File: config.mk
export PLATFORM = sky130hd
export DESIGN_NAME = wkb_geometry_byte_parser_top
export DESIGN_NICKNAME = d
export VERILOG_FILES = /design/src/hdl/wkb_pkg.sv /design/src/hdl/wkb_geometry_byte_parser_top.sv /design/src/hdl/wkb_asm.sv /design/src/hdl/wkb_fsm.sv /design/src/hdl/wkb_obuf.sv
export VERILOG_INCLUDE_DIRS = /design/src /design/src/hdl
export SDC_FILE = /design/constraint.sdc
export NUM_CORES = 1
export LEC_CHECK = 0
export ABC_AREA = 1
export BUFFER_PORTS_ARGS = -buffer_cell sky130_fd_sc_hd__buf_2
export CORE_MARGIN = 2
export CORE_UTILIZATION = 60
export DETAILED_ROUTE_END_ITERATION = 6
export GPL_ROUTABILITY_DRIVEN = 0
export GPL_TIMING_DRIVEN = 0
export HOLD_SLACK_MARGIN = 0.1
export MAX_ROUTING_LAYER = met4
export PLACE_DENSITY = 0.86
export SLEW_MARGIN = 0
export SYNTH_ARGS = -nofsm -noshare
export SYNTH_HDL_FRONTEND = slang
export SYNTH_HIERARCHICAL = 1
export SYNTH_SLANG_ARGS = --single-unit
File: constraint.sdc
create_clock -name clk_i -period 19.7 [get_ports clk_i]
set_clock_uncertainty 0.15 [all_clocks]
set_input_delay 5.91 -clock clk_i [delete_from_list [all_inputs] [get_ports clk_i]]
set_output_delay 5.91 -clock clk_i [all_outputs]
set_load 0.03 [all_outputs]
File: src/hdl/wkb_geometry_byte_parser_top_defines.svh
// assertion macros for the wkb geometry byte parser
`ifndef WKB_GEOMETRY_BYTE_PARSER_TOP_DEFINES_SVH
`define WKB_GEOMETRY_BYTE_PARSER_TOP_DEFINES_SVH
`ifndef ASSERT_OFF
// property must hold at every rising clock edge outside reset
`define WKB_ASSERT(label, clk, rst_n, prop) \
  label: assert property (@(posedge clk) disable iff (!rst_n) prop) \
    else $error("wkb parser assertion failed");
// condition must never be seen outside reset
`define WKB_ASSERT_NEVER(label, clk, rst_n, cond) \
  label: assert property (@(posedge clk) disable iff (!rst_n) !(cond)) \
    else $error("wkb parser forbidden condition seen");
`else
`define WKB_ASSERT(label, clk, rst_n, prop)
`define WKB_ASSERT_NEVER(label, clk, rst_n, cond)
`endif
`endif

File: src/hdl/wkb_pkg.sv
package wkb_pkg;

  // default width of ring and point counters
  localparam int COUNT_BITS_DEF = 32;

  // geometry kinds held in the config register, none rejects every type word
  localparam logic [1:0] KIND_NONE  = 2'd0;
  localparam logic [1:0] KIND_POINT = 2'd1;
  localparam logic [1:0] KIND_LINE  = 2'd2;
  localparam logic [1:0] KIND_POLY  = 2'd3;

  // result kinds carried on tuser
  localparam logic RES_VERTEX = 1'b0;
  localparam logic RES_ERROR  = 1'b1;

  // error codes
  typedef enum logic [2:0] {
    ERR_NONE  = 3'd0,
    ERR_ORDER = 3'd1,
    ERR_TYPE  = 3'd2,
    ERR_COUNT = 3'd3,
    ERR_TRUNC = 3'd4
  } err_e;

  // control from the phase machine to the word assembler
  typedef struct packed {
    logic word_phase;  // phase collects a multi-byte word
    logic wide;        // word is 64 bits, else 32 bits
  } asm_ctrl_t;

  // status from the word assembler
  typedef struct packed {
    logic        done;  // current byte completes the word
    logic [63:0] word;  // word including the current byte
  } asm_stat_t;

  // one result item
  typedef struct packed {
    logic        kind;
    logic [63:0] x_bits;
    logic [63:0] y_bits;
    logic [31:0] ring_number;
    logic [31:0] vertex_number;
    logic        ring_done;
    logic        geometry_done;
    err_e        error_code;
  } res_t;

endpackage

File: src/hdl/wkb_geometry_byte_parser_top.sv
// channel    dir  tdata                                       tuser        tlast
// s_axis     in   [7:0] data_byte                             -            blob_end
// m_axis     out  [63:0] x, [127:64] y, [159:128] ring,       result_kind  geometry_done
//                 [191:160] vertex, [192] ring_done,
//                 [195:193] error_code, [199:196] zero
// cfg        in   [1:0] expected_kind, written when cfg_valid_i and cfg_ready_o
//
// one byte per cycle with s_axis_tready high; each byte passes the phase machine
// and word assembler combinationally and any result is registered in a one-entry
// output stage; results appear on m_axis in the cycle after the causing byte transfer
// s_axis_tready drops only while the output stage is full and m_axis_tready is low
// reset is asynchronous, active low; the parser waits for a byte-order byte
`include "wkb_geometry_byte_parser_top_defines.svh"

module wkb_geometry_byte_parser_top #(
  parameter int COUNT_BITS = wkb_pkg::COUNT_BITS_DEF
) (
  input  logic         clk_i,
  input  logic         rst_ni,
  input  logic         s_axis_tvalid,
  output logic         s_axis_tready,
  input  logic [7:0]   s_axis_tdata,   // data_byte
  input  logic         s_axis_tlast,
  output logic         m_axis_tvalid,
  input  logic         m_axis_tready,
  output logic [199:0] m_axis_tdata,   // x_bits, y_bits, ring_number, vertex_number,
                                       // ring_done, error_code
  output logic         m_axis_tuser,   // result_kind
  output logic         m_axis_tlast,
  input  logic         cfg_valid_i,
  output logic         cfg_ready_o,
  input  logic [1:0]   cfg_data_i
);

  logic               accept;
  logic [1:0]         kind_q;
  wkb_pkg::asm_ctrl_t asm_ctrl;
  wkb_pkg::asm_stat_t asm_stat;
  logic               res_valid;
  wkb_pkg::res_t      res;
  wkb_pkg::res_t      out_res;
  logic               space;
  logic               out_err;
  logic               out_vtx;

  // byte transfer
  assign accept        = s_axis_tvalid && s_axis_tready;
  assign s_axis_tready = space;

  // expected kind register
  assign cfg_ready_o = 1'b1;
  always_ff @(posedge clk_i or negedge rst_ni) begin
    if (!rst_ni) begin
      kind_q <= wkb_pkg::KIND_POINT;
    end else if (cfg_valid_i) begin
      kind_q <= cfg_data_i;
    end
  end

  wkb_asm u_asm (
    .clk_i    (clk_i),
    .rst_ni   (rst_ni),
    .accept_i (accept),
    .byte_i   (s_axis_tdata),
    .last_i   (s_axis_tlast),
    .ctrl_i   (asm_ctrl),
    .stat_o   (asm_stat)
  );

  wkb_fsm #(
    .COUNT_BITS (COUNT_BITS)
  ) u_fsm (
    .clk_i       (clk_i),
    .rst_ni      (rst_ni),
    .accept_i    (accept),
    .byte_i      (s_axis_tdata),
    .last_i      (s_axis_tlast),
    .kind_i      (kind_q),
    .asm_i       (asm_stat),
    .asm_o       (asm_ctrl),
    .res_valid_o (res_valid),
    .res_o       (res)
  );

  wkb_obuf u_obuf (
    .clk_i   (clk_i),
    .rst_ni  (rst_ni),
    .load_i  (res_valid),
    .res_i   (res),
    .ready_i (m_axis_tready),
    .valid_o (m_axis_tvalid),
    .res_o   (out_res),
    .space_o (space)
  );

  // result packing
  assign m_axis_tdata = {4'b0000, out_res.error_code, out_res.ring_done,
                         out_res.vertex_number, out_res.ring_number,
                         out_res.y_bits, out_res.x_bits};
  assign m_axis_tuser = out_res.kind;
  assign m_axis_tlast = out_res.geometry_done;

  // result consistency checks
  assign out_err = m_axis_tvalid && (out_res.kind == wkb_pkg::RES_ERROR);
  assign out_vtx = m_axis_tvalid && (out_res.kind == wkb_pkg::RES_VERTEX);

  `WKB_ASSERT(a_err_has_code, clk_i, rst_ni, out_err |-> out_res.error_code != wkb_pkg::ERR_NONE)
  `WKB_ASSERT(a_err_no_vertex, clk_i, rst_ni, out_err |-> !(m_axis_tlast || out_res.ring_done))
  `WKB_ASSERT(a_vtx_no_code, clk_i, rst_ni, out_vtx |-> out_res.error_code == wkb_pkg::ERR_NONE)
  `WKB_ASSERT_NEVER(a_geo_ring, clk_i, rst_ni, m_axis_tvalid && m_axis_tlast && !out_res.ring_done)

endmodule

File: src/hdl/wkb_asm.sv
module wkb_asm (
  input  logic                clk_i,
  input  logic                rst_ni,
  input  logic                accept_i,
  input  logic [7:0]          byte_i,
  input  logic                last_i,
  input  wkb_pkg::asm_ctrl_t  ctrl_i,
  output wkb_pkg::asm_stat_t  stat_o
);

  localparam logic [2:0] PosLastWide   = 3'd7;
  localparam logic [2:0] PosLastNarrow = 3'd3;

  logic [2:0]  pos_q, pos_d;
  logic [63:0] word_q, word_d;
  logic [63:0] word_full;
  logic        done;

  // little-endian merge of the current byte
  always_comb begin
    word_full = word_q | (64'(byte_i) << {pos_q, 3'b000});
    done      = ctrl_i.word_phase &&
                (pos_q == (ctrl_i.wide ? PosLastWide : PosLastNarrow));
    stat_o.done = done;
    stat_o.word = word_full;
  end

  // byte position and partial word
  always_comb begin
    pos_d  = pos_q;
    word_d = word_q;
    if (accept_i) begin
      if (!ctrl_i.word_phase || done || last_i) begin
        pos_d  = '0;
        word_d = '0;
      end else begin
        pos_d  = pos_q + 3'd1;
        word_d = word_full;
      end
    end
  end

  always_ff @(posedge clk_i or negedge rst_ni) begin
    if (!rst_ni) begin
      pos_q  <= '0;
      word_q <= '0;
    end else begin
      pos_q  <= pos_d;
      word_q <= word_d;
    end
  end

endmodule

File: src/hdl/wkb_fsm.sv
module wkb_fsm #(
  parameter int COUNT_BITS = wkb_pkg::COUNT_BITS_DEF
) (
  input  logic               clk_i,
  input  logic               rst_ni,
  input  logic               accept_i,
  input  logic [7:0]         byte_i,
  input  logic               last_i,
  input  logic [1:0]         kind_i,
  input  wkb_pkg::asm_stat_t asm_i,
  output wkb_pkg::asm_ctrl_t asm_o,
  output logic               res_valid_o,
  output wkb_pkg::res_t      res_o
);

  typedef enum logic [2:0] {
    PH_ORDER,
    PH_TYPE,
    PH_RCOUNT,
    PH_PCOUNT,
    PH_X,
    PH_Y,
    PH_SKIP
  } phase_e;

  localparam logic [7:0]  OrderLittle = 8'h01;
  localparam logic [31:0] CountMax    = 32'((64'd1 << COUNT_BITS) - 64'd1);
  localparam logic [COUNT_BITS-1:0] CntOne = COUNT_BITS'(1);

  phase_e                phase_q, phase_d;
  logic [63:0]           held_x_q, held_x_d;
  logic [COUNT_BITS-1:0] rings_q, rings_d;
  logic [COUNT_BITS-1:0] points_q, points_d;
  logic [COUNT_BITS-1:0] ring_q, ring_d;
  logic [COUNT_BITS-1:0] vtx_q, vtx_d;

  logic [31:0]           cnt_w;
  logic [COUNT_BITS-1:0] cnt_sat;
  wkb_pkg::err_e         err;
  logic                  vtx;
  logic                  rdone;
  logic                  gdone;

  // assembler control follows the phase
  always_comb begin
    asm_o.word_phase = (phase_q != PH_ORDER) && (phase_q != PH_SKIP);
    asm_o.wide       = (phase_q == PH_X) || (phase_q == PH_Y);
  end

  // saturated count from the assembled word
  always_comb begin
    cnt_w   = asm_i.word[31:0];
    cnt_sat = (cnt_w > CountMax) ? CountMax[COUNT_BITS-1:0] : cnt_w[COUNT_BITS-1:0];
  end

  // phase machine and result build
  always_comb begin
    phase_d  = phase_q;
    held_x_d = held_x_q;
    rings_d  = rings_q;
    points_d = points_q;
    ring_d   = ring_q;
    vtx_d    = vtx_q;
    err      = wkb_pkg::ERR_NONE;
    vtx      = 1'b0;
    rdone    = points_q <= CntOne;
    gdone    = 1'b0;
    res_valid_o = 1'b0;

    if (accept_i) begin
      case (phase_q)
        PH_SKIP: begin
          if (last_i) phase_d = PH_ORDER;
        end
        PH_ORDER: begin
          if (byte_i != OrderLittle) err = wkb_pkg::ERR_ORDER;
          else phase_d = PH_TYPE;
        end
        default: begin
          if (asm_i.done) begin
            case (phase_q)
              PH_TYPE: begin
                if (kind_i == wkb_pkg::KIND_NONE || cnt_w != {30'd0, kind_i}) begin
                  err = wkb_pkg::ERR_TYPE;
                end else if (kind_i == wkb_pkg::KIND_POINT) begin
                  rings_d  = CntOne;
                  points_d = CntOne;
                  ring_d   = '0;
                  vtx_d    = '0;
                  phase_d  = PH_X;
                end else if (kind_i == wkb_pkg::KIND_LINE) begin
                  rings_d = CntOne;
                  ring_d  = '0;
                  phase_d = PH_PCOUNT;
                end else begin
                  phase_d = PH_RCOUNT;
                end
              end
              PH_RCOUNT: begin
                if (cnt_w == 32'd0) begin
                  err = wkb_pkg::ERR_COUNT;
                end else begin
                  rings_d = cnt_sat;
                  ring_d  = '0;
                  phase_d = PH_PCOUNT;
                end
              end
              PH_PCOUNT: begin
                if (cnt_w == 32'd0) begin
                  err = wkb_pkg::ERR_COUNT;
                end else begin
                  points_d = cnt_sat;
                  vtx_d    = '0;
                  phase_d  = PH_X;
                end
              end
              PH_X: begin
                held_x_d = asm_i.word;
                phase_d  = PH_Y;
              end
              default: begin
                // y word completes a vertex
                vtx   = 1'b1;
                gdone = rdone && (rings_q <= CntOne);
                if (gdone) begin
                  phase_d = phase_q;
                end else if (rdone) begin
                  rings_d = rings_q - CntOne;
                  ring_d  = ring_q + CntOne;
                  vtx_d   = '0;
                  phase_d = PH_PCOUNT;
                end else begin
                  points_d = points_q - CntOne;
                  vtx_d    = vtx_q + CntOne;
                  phase_d  = PH_X;
                end
              end
            endcase
          end
        end
      endcase

      // outcome of the byte
      if (phase_q != PH_SKIP) begin
        if (err != wkb_pkg::ERR_NONE) begin
          res_valid_o = 1'b1;
          phase_d     = last_i ? PH_ORDER : PH_SKIP;
        end else if (vtx && gdone) begin
          res_valid_o = 1'b1;
          phase_d     = last_i ? PH_ORDER : PH_SKIP;
        end else if (last_i) begin
          err         = wkb_pkg::ERR_TRUNC;
          res_valid_o = 1'b1;
          phase_d     = PH_ORDER;
        end else begin
          res_valid_o = vtx;
        end
      end
    end

    // result payload
    if (err != wkb_pkg::ERR_NONE) begin
      res_o               = '0;
      res_o.kind          = wkb_pkg::RES_ERROR;
      res_o.error_code    = err;
    end else begin
      res_o.kind          = wkb_pkg::RES_VERTEX;
      res_o.x_bits        = held_x_q;
      res_o.y_bits        = asm_i.word;
      res_o.ring_number   = 32'(ring_q);
      res_o.vertex_number = 32'(vtx_q);
      res_o.ring_done     = rdone;
      res_o.geometry_done = gdone;
      res_o.error_code    = wkb_pkg::ERR_NONE;
    end
  end

  always_ff @(posedge clk_i or negedge rst_ni) begin
    if (!rst_ni) begin
      phase_q  <= PH_ORDER;
      held_x_q <= '0;
      rings_q  <= '0;
      points_q <= '0;
      ring_q   <= '0;
      vtx_q    <= '0;
    end else begin
      phase_q  <= phase_d;
      held_x_q <= held_x_d;
      rings_q  <= rings_d;
      points_q <= points_d;
      ring_q   <= ring_d;
      vtx_q    <= vtx_d;
    end
  end

endmodule

File: src/hdl/wkb_obuf.sv
module wkb_obuf (
  input  logic          clk_i,
  input  logic          rst_ni,
  input  logic          load_i,
  input  wkb_pkg::res_t res_i,
  input  logic          ready_i,
  output logic          valid_o,
  output wkb_pkg::res_t res_o,
  output logic          space_o
);

  logic          valid_q, valid_d;
  wkb_pkg::res_t res_q, res_d;

  // room for a new result when empty or draining this cycle
  assign space_o = !valid_q || ready_i;
  assign valid_o = valid_q;
  assign res_o   = res_q;

  always_comb begin
    valid_d = valid_q;
    res_d   = res_q;
    if (load_i) begin
      valid_d = 1'b1;
      res_d   = res_i;
    end else if (ready_i) begin
      valid_d = 1'b0;
    end
  end

  always_ff @(posedge clk_i or negedge rst_ni) begin
    if (!rst_ni) begin
      valid_q <= 1'b0;
    end else begin
      valid_q <= valid_d;
    end
  end

  always_ff @(posedge clk_i) begin
    res_q <= res_d;
  end

endmodule
Word-level counts from Yosys, hierarchy flattened

Index checks and enable logic that the tools add are counted.

Flip-flop bits (word level): 463
Bits of input ports: 16
Output and inout bits: 205
Word-level logic and storage cells: 156

Add/sub/neg operators: 5
$lt $le $gt $ge: 3
Eq/ne operators: 20
Shifts and indexed selects: 1
Muxes and demuxes: 74
Bitwise gates (word level): 5
Reduce and logical (&&, ||, !) cells: 30

Operators with widths:

| kind                    | count |
|---|---|
| $mux W32                | 21 |
| $pmux W32 S3            | 4 |
| $mux W198               | 1 |
| $mux W3                 | 23 |
| $add A32 B1 Y32 const B | 2 |
| $le A32 B1 Y1 const B   | 2 |
| $mux W64                | 1 |
| $or A64 B64 Y64         | 1 |
| $shl A8 B6 Y64          | 1 |
| $sub A32 B1 Y32 const B | 2 |
| $gt A32 B32 Y1 const B  | 1 |
| $logic_not A32 Y1       | 1 |
| $ne A32 B2 Y1           | 1 |
| $mux W1                 | 18 |
| $pmux W3 S2             | 3 |
| $reduce_and A9 Y1       | 2 |
| $ne A3 B3 Y1 const B    | 4 |
| $pmux W3 S4             | 1 |
| $reduce_bool A3 Y1      | 4 |
| $reduce_or A2 Y1        | 5 |
| $eq A3 B3 Y1 const B    | 3 |
| $ne A8 B1 Y1 const B    | 1 |
| $reduce_and A8 Y1       | 1 |
| $eq A3 B2 Y1 const B    | 2 |
| 18 further kinds        | 33 |

Longest topological paths before layout

Depth in word-level cells: 16
Depth in mapped cells: 22

Cells and area by module

Netlist, hierarchy kept.

By module, submodules not included:

| module                       | instances | cells each | area an instance (um2) | seq. area each (um2) |
|---|---|---|---|---|
| wkb_fsm                      | 1         | 1982       | 13352.8                | 4879.7 |
| wkb_obuf                     | 1         | 203        | 5990.7                 | 5970.7 |
| wkb_asm                      | 1         | 616        | 4003.8                 | 1676.6 |
| wkb_geometry_byte_parser_top | 1         | 18         | 130.1                  | 51.3 |

Worst setup path after synthesis

Ideal clock, no wire load.

Kind: input to output
Start point: input m_axis_tready
End point: output s_axis_tready
Arrival time: 6.093 ns
Slack: 7.547 ns
Cell stages on the path: 2
Path buffers: 0
Path through: inv_1 nand2_2

Longest elaborated chain between the ends: 1

RTL lines:

| what               | RTL line                           | source |
|---|---|---|
| start, declared    | wkb_geometry_byte_parser_top.sv:25 | `input logic m_axis_tready,` |
| $logic_or A1 B1 Y1 | wkb_obuf.sv:16                     | `assign space_o = !valid_q \|\| ready_i;` |
| end, declared      | wkb_geometry_byte_parser_top.sv:21 | `output logic s_axis_tready,` |

No other way between the ends.

Worst setup path in the final report

Same ends and word-level chain as after synthesis.

==> metrics.md <==
| Metric | Value |
|---|---|
| Status | finished with violations |
| Failing checks | DRC |
| Avg Cell Area, Syn | between 8 and 9 µm² |
| Layout fillers | ~2900 |
| Vias in the first global route | 19900 |
| Pleak | about 13 nW |
| Initial Utilization | 0.607 |
| Clock Latency Late Sink | slightly below 600 ps |
| Final Hold Fails | 0 |
| Antenna violations before repair | 1 |
| Unrepaired setup endpoints after global routing | no |
| Core Area | ~39000 µm² |
| DP Area | ~25000 µm² |
| Relative slew margins | 0.386 |
| Max-slew violation count | 0 |
| Total setup buffers inserted after CTS | 0 |
| Count of vias placed by the detailed router | 20700 |
| Yosys warns | 6 |
| CTS H-tree depth | 2 |
| Post-DRT Antenna Nets | 0 |
| Cell row count | between 70 and 80 |
| Register area | 12600 µm² |
| Crit start category | input pin |
| Origin of the worst setup path | m_axis_tready |
| Post-cts repair resize count | 0 |
| Min Tclk post-route | 12360 ps |
| Post-synth EDFFs | 198 |
| # hold bufs at CTS | 0 |
| CP arrival | 6300 ps |
| Mapped Area | approximately 23000 µm² |
| Gr busiest metal | met2 |
| Worst-path clk slew | 60 ps |
| Kind of critical path | input pin to output pin |
| Vias per cell | around 5.7 |
| Hold Path Depth | 2 |
| Nets | 3115 |
| R2r worst-path depth | 17 |
| DRT Pass-1 Iters | 7 |
| Reg2Reg Setup Slack | 15430 ps |
| Routed Wire Length | roughly 64 mm |
| Min-delay worst type | flip-flop to flip-flop |
| R2r endpoint | u_obuf/res_o[163]$_DFFE_PP_ |
| Hold wc startpoint | u_fsm/held_x_q[28]$_DFFE_PN0P_ |
| Worst Hold Slack | 339 ps |
| Final setup vio count | 0 |
| Drt first-iter violations | 2834 |
| Layout area overhead | 14.7% |
| TritonCTS clock tree | yes |
| Die X-Extent | 202 µm |
| Chip height | 202 µm |
| Post-route cell area | 26900 µm² |
| Final period util | 0.627 |
| Longest Clk Path Bufs | 3 |
| GR met3 Demand/Resource | 0.0589 |
| Root buf cell | clkbuf_16 |
| Sequential element share of the synthesized area | 0.536 |
| First-pass GRT wire length | 102 mm |
| Multi-input logic area | approximately 8600 µm² |
| Worst R2R Start | u_asm/pos_q[0]$_DFFE_PN0P_ |
| Max Clock Freq | 80.9 MHz |
| Max-cap viol count | 0 |
| Detailed-route DRC error count | 1 |
| DPL Wire Length | 45.5 mm |
| Avg WL per Cell | approximately 18 µm |
| Critical Path RT | 13640 ps |
| Share of post-route cells with drive strength above 1 | 0.161 |
| Setup_tns | 0 ps |
| Synth Register Bits | 463 |
| Power Density | 139 nW/µm² |
| Largest net degree at the start of global routing | 118 |
| CTS sink cnt | between 400 and 500 |
| Tot GR Track Use | 0.323 |
| Unique masters post-synth | 47 |
| CP max FO | 3 |
| Ports | roughly 220 |
| WHS Endpoint | u_fsm/held_x_q[28]$_DFFE_PN0P_ |
| Die ar. | roughly 40000 µm² |
| Grt total ovfl | 0 |
| Prevailing post-synth register cell | dfrtp_1 |
| Maximum VDD drop | 0.0907 mV |
| Async S/R FF share, synth | 0.572 |
| CTS Buf Count | 47 |
| Met2 usage | 0.488 |
| Post-Synthesis Cells | 2819 |
| GRT met1 Usage | 0.431 |
| Critical Path Sink Type | output pin |
| IO Port Bufs | 215 |
| Worst slew pin tran | 920 ps |
metrics by stage:
stage	std cells	worst slack, ps	total power [mW]	utilization
6_report	3647	7340	3.75	0.697
5_1_grt	3647	7300	3.94	0.697
4_1_cts	3646	7340	3.73	0.697
3_5_place_dp	3558	7340	2.79	0.655
3_3_place_gp	3555	5740	2.78	0.652
2_1_floorplan	2822	7550	2.38	-
power breakdown:
group,internal (mW),switching (mW)
Clock,0.541,0.390
Combinational,0.398,1.11
Sequential,1.23,0.0762
cell type report:
class | count | share of cell area
Timing Repair Buffer | 218 | 0.0434
Inverter | 419 | 0.0587
Multi-Input combinational cell | 1813 | 0.318
Tap cell | 518 | 0.0241
Clock buffer | 58 | 0.0471
Antenna cell | 1 | 0.0000929
Buffer | 127 | 0.0283
Clock inverter | 30 | 0.0131
Sequential cell | 463 | 0.467
kinds of logic (layout without fill, tap and decap cells):
logic type / after synthesis / after routing / synth area share
buffers and inverters: 546 / 852 / 0.0995
DFF: 463 / 463 / 0.536
and+or+nand+nor: 1429 / 1429 / 0.262
xor gates and xnor gates: 82 / 82 / 0.0306
AOI/OAI and AO/OA: 287 / 287 / 0.0661
other: 2 / 6 / 0.000320
adders and majority gates: 10 / 10 / 0.00533
cell usage after synthesis, types with 27 or more instances:
master    number  share of area
o21ai_0      164          0.035
xor2_1        73          0.027
clkbuf_1      45         0.0072
o21ai_1       43         0.0092
buf_6         27          0.013
nand2_1      692           0.11
dfrtp_1      264           0.28
nor2_2        89          0.024
inv_1        400          0.064
nor2_1       345          0.055
nand3_1      125          0.027
edfxtp_1     198           0.25
a21oi_1       33         0.0070
nor3_1        69          0.015
nand4_1       59          0.016
buf_2         34         0.0072
how the worst max path moves through the flow:
| stage | to | slack [ps] | depth (start not counted) |
|---|---|---|---|
| 3_3_place_gp | u_obuf/res_o[158]$_DFFE_PP_ | 5740 | 17 |
| 3_5_place_dp | s_axis_tready | 7340 | 4 |
| 6_report | s_axis_tready | 7340 | 4 |
| 2_1_floorplan | s_axis_tready | 7550 | 2 |
| 5_1_grt | s_axis_tready | 7300 | 4 |
| 4_1_cts | s_axis_tready | 7340 | 4 |
state kept, by name (all words and copies together) (netlist names), 3 cells and up:
name	flops
u_obuf/res_o	198
u_asm/word_q	64
u_fsm/held_x_q	64
u_fsm/points_q	32
u_fsm/ring_q	32
u_fsm/rings_q	32
u_fsm/vtx_q	32
u_asm/pos_q	3
u_fsm/phase_q	3
worst max-delay path, cell delays in order:
cell	delay (ps)
buf_2	100
inv_1	50
nand2_2	60
buf_2	180
per-layer routing:
layer | vias to the layer above | wire length (µm)
li1 | 9477 | -
met4 | 0 | 2910
met2 | 1375 | 29200
met5 | - | 0
met3 | 258 | 7400
met1 | 9628 | 24900
cells in the final DEF (no fill, tap or decap), drive strengths merged, types with 3 or more instances in the layout:
cell type and instances:
clkbuf 106, xor2 73, clkinv 17, nor3 69, inv 420, clkinvlp 6, nand3b 5, nand3 126
a22oi 20, edfxtp 198, buf 297, dfrtp 264, nand4 59, nor4 17, xnor2 9, bufinv 6
nand2 703, a21oi 34, nor2 441, ha 10, o21ai 208, nor3b 3, conb 5, o22ai 17
Note: power is estimated with default switching activity, not from simulation.
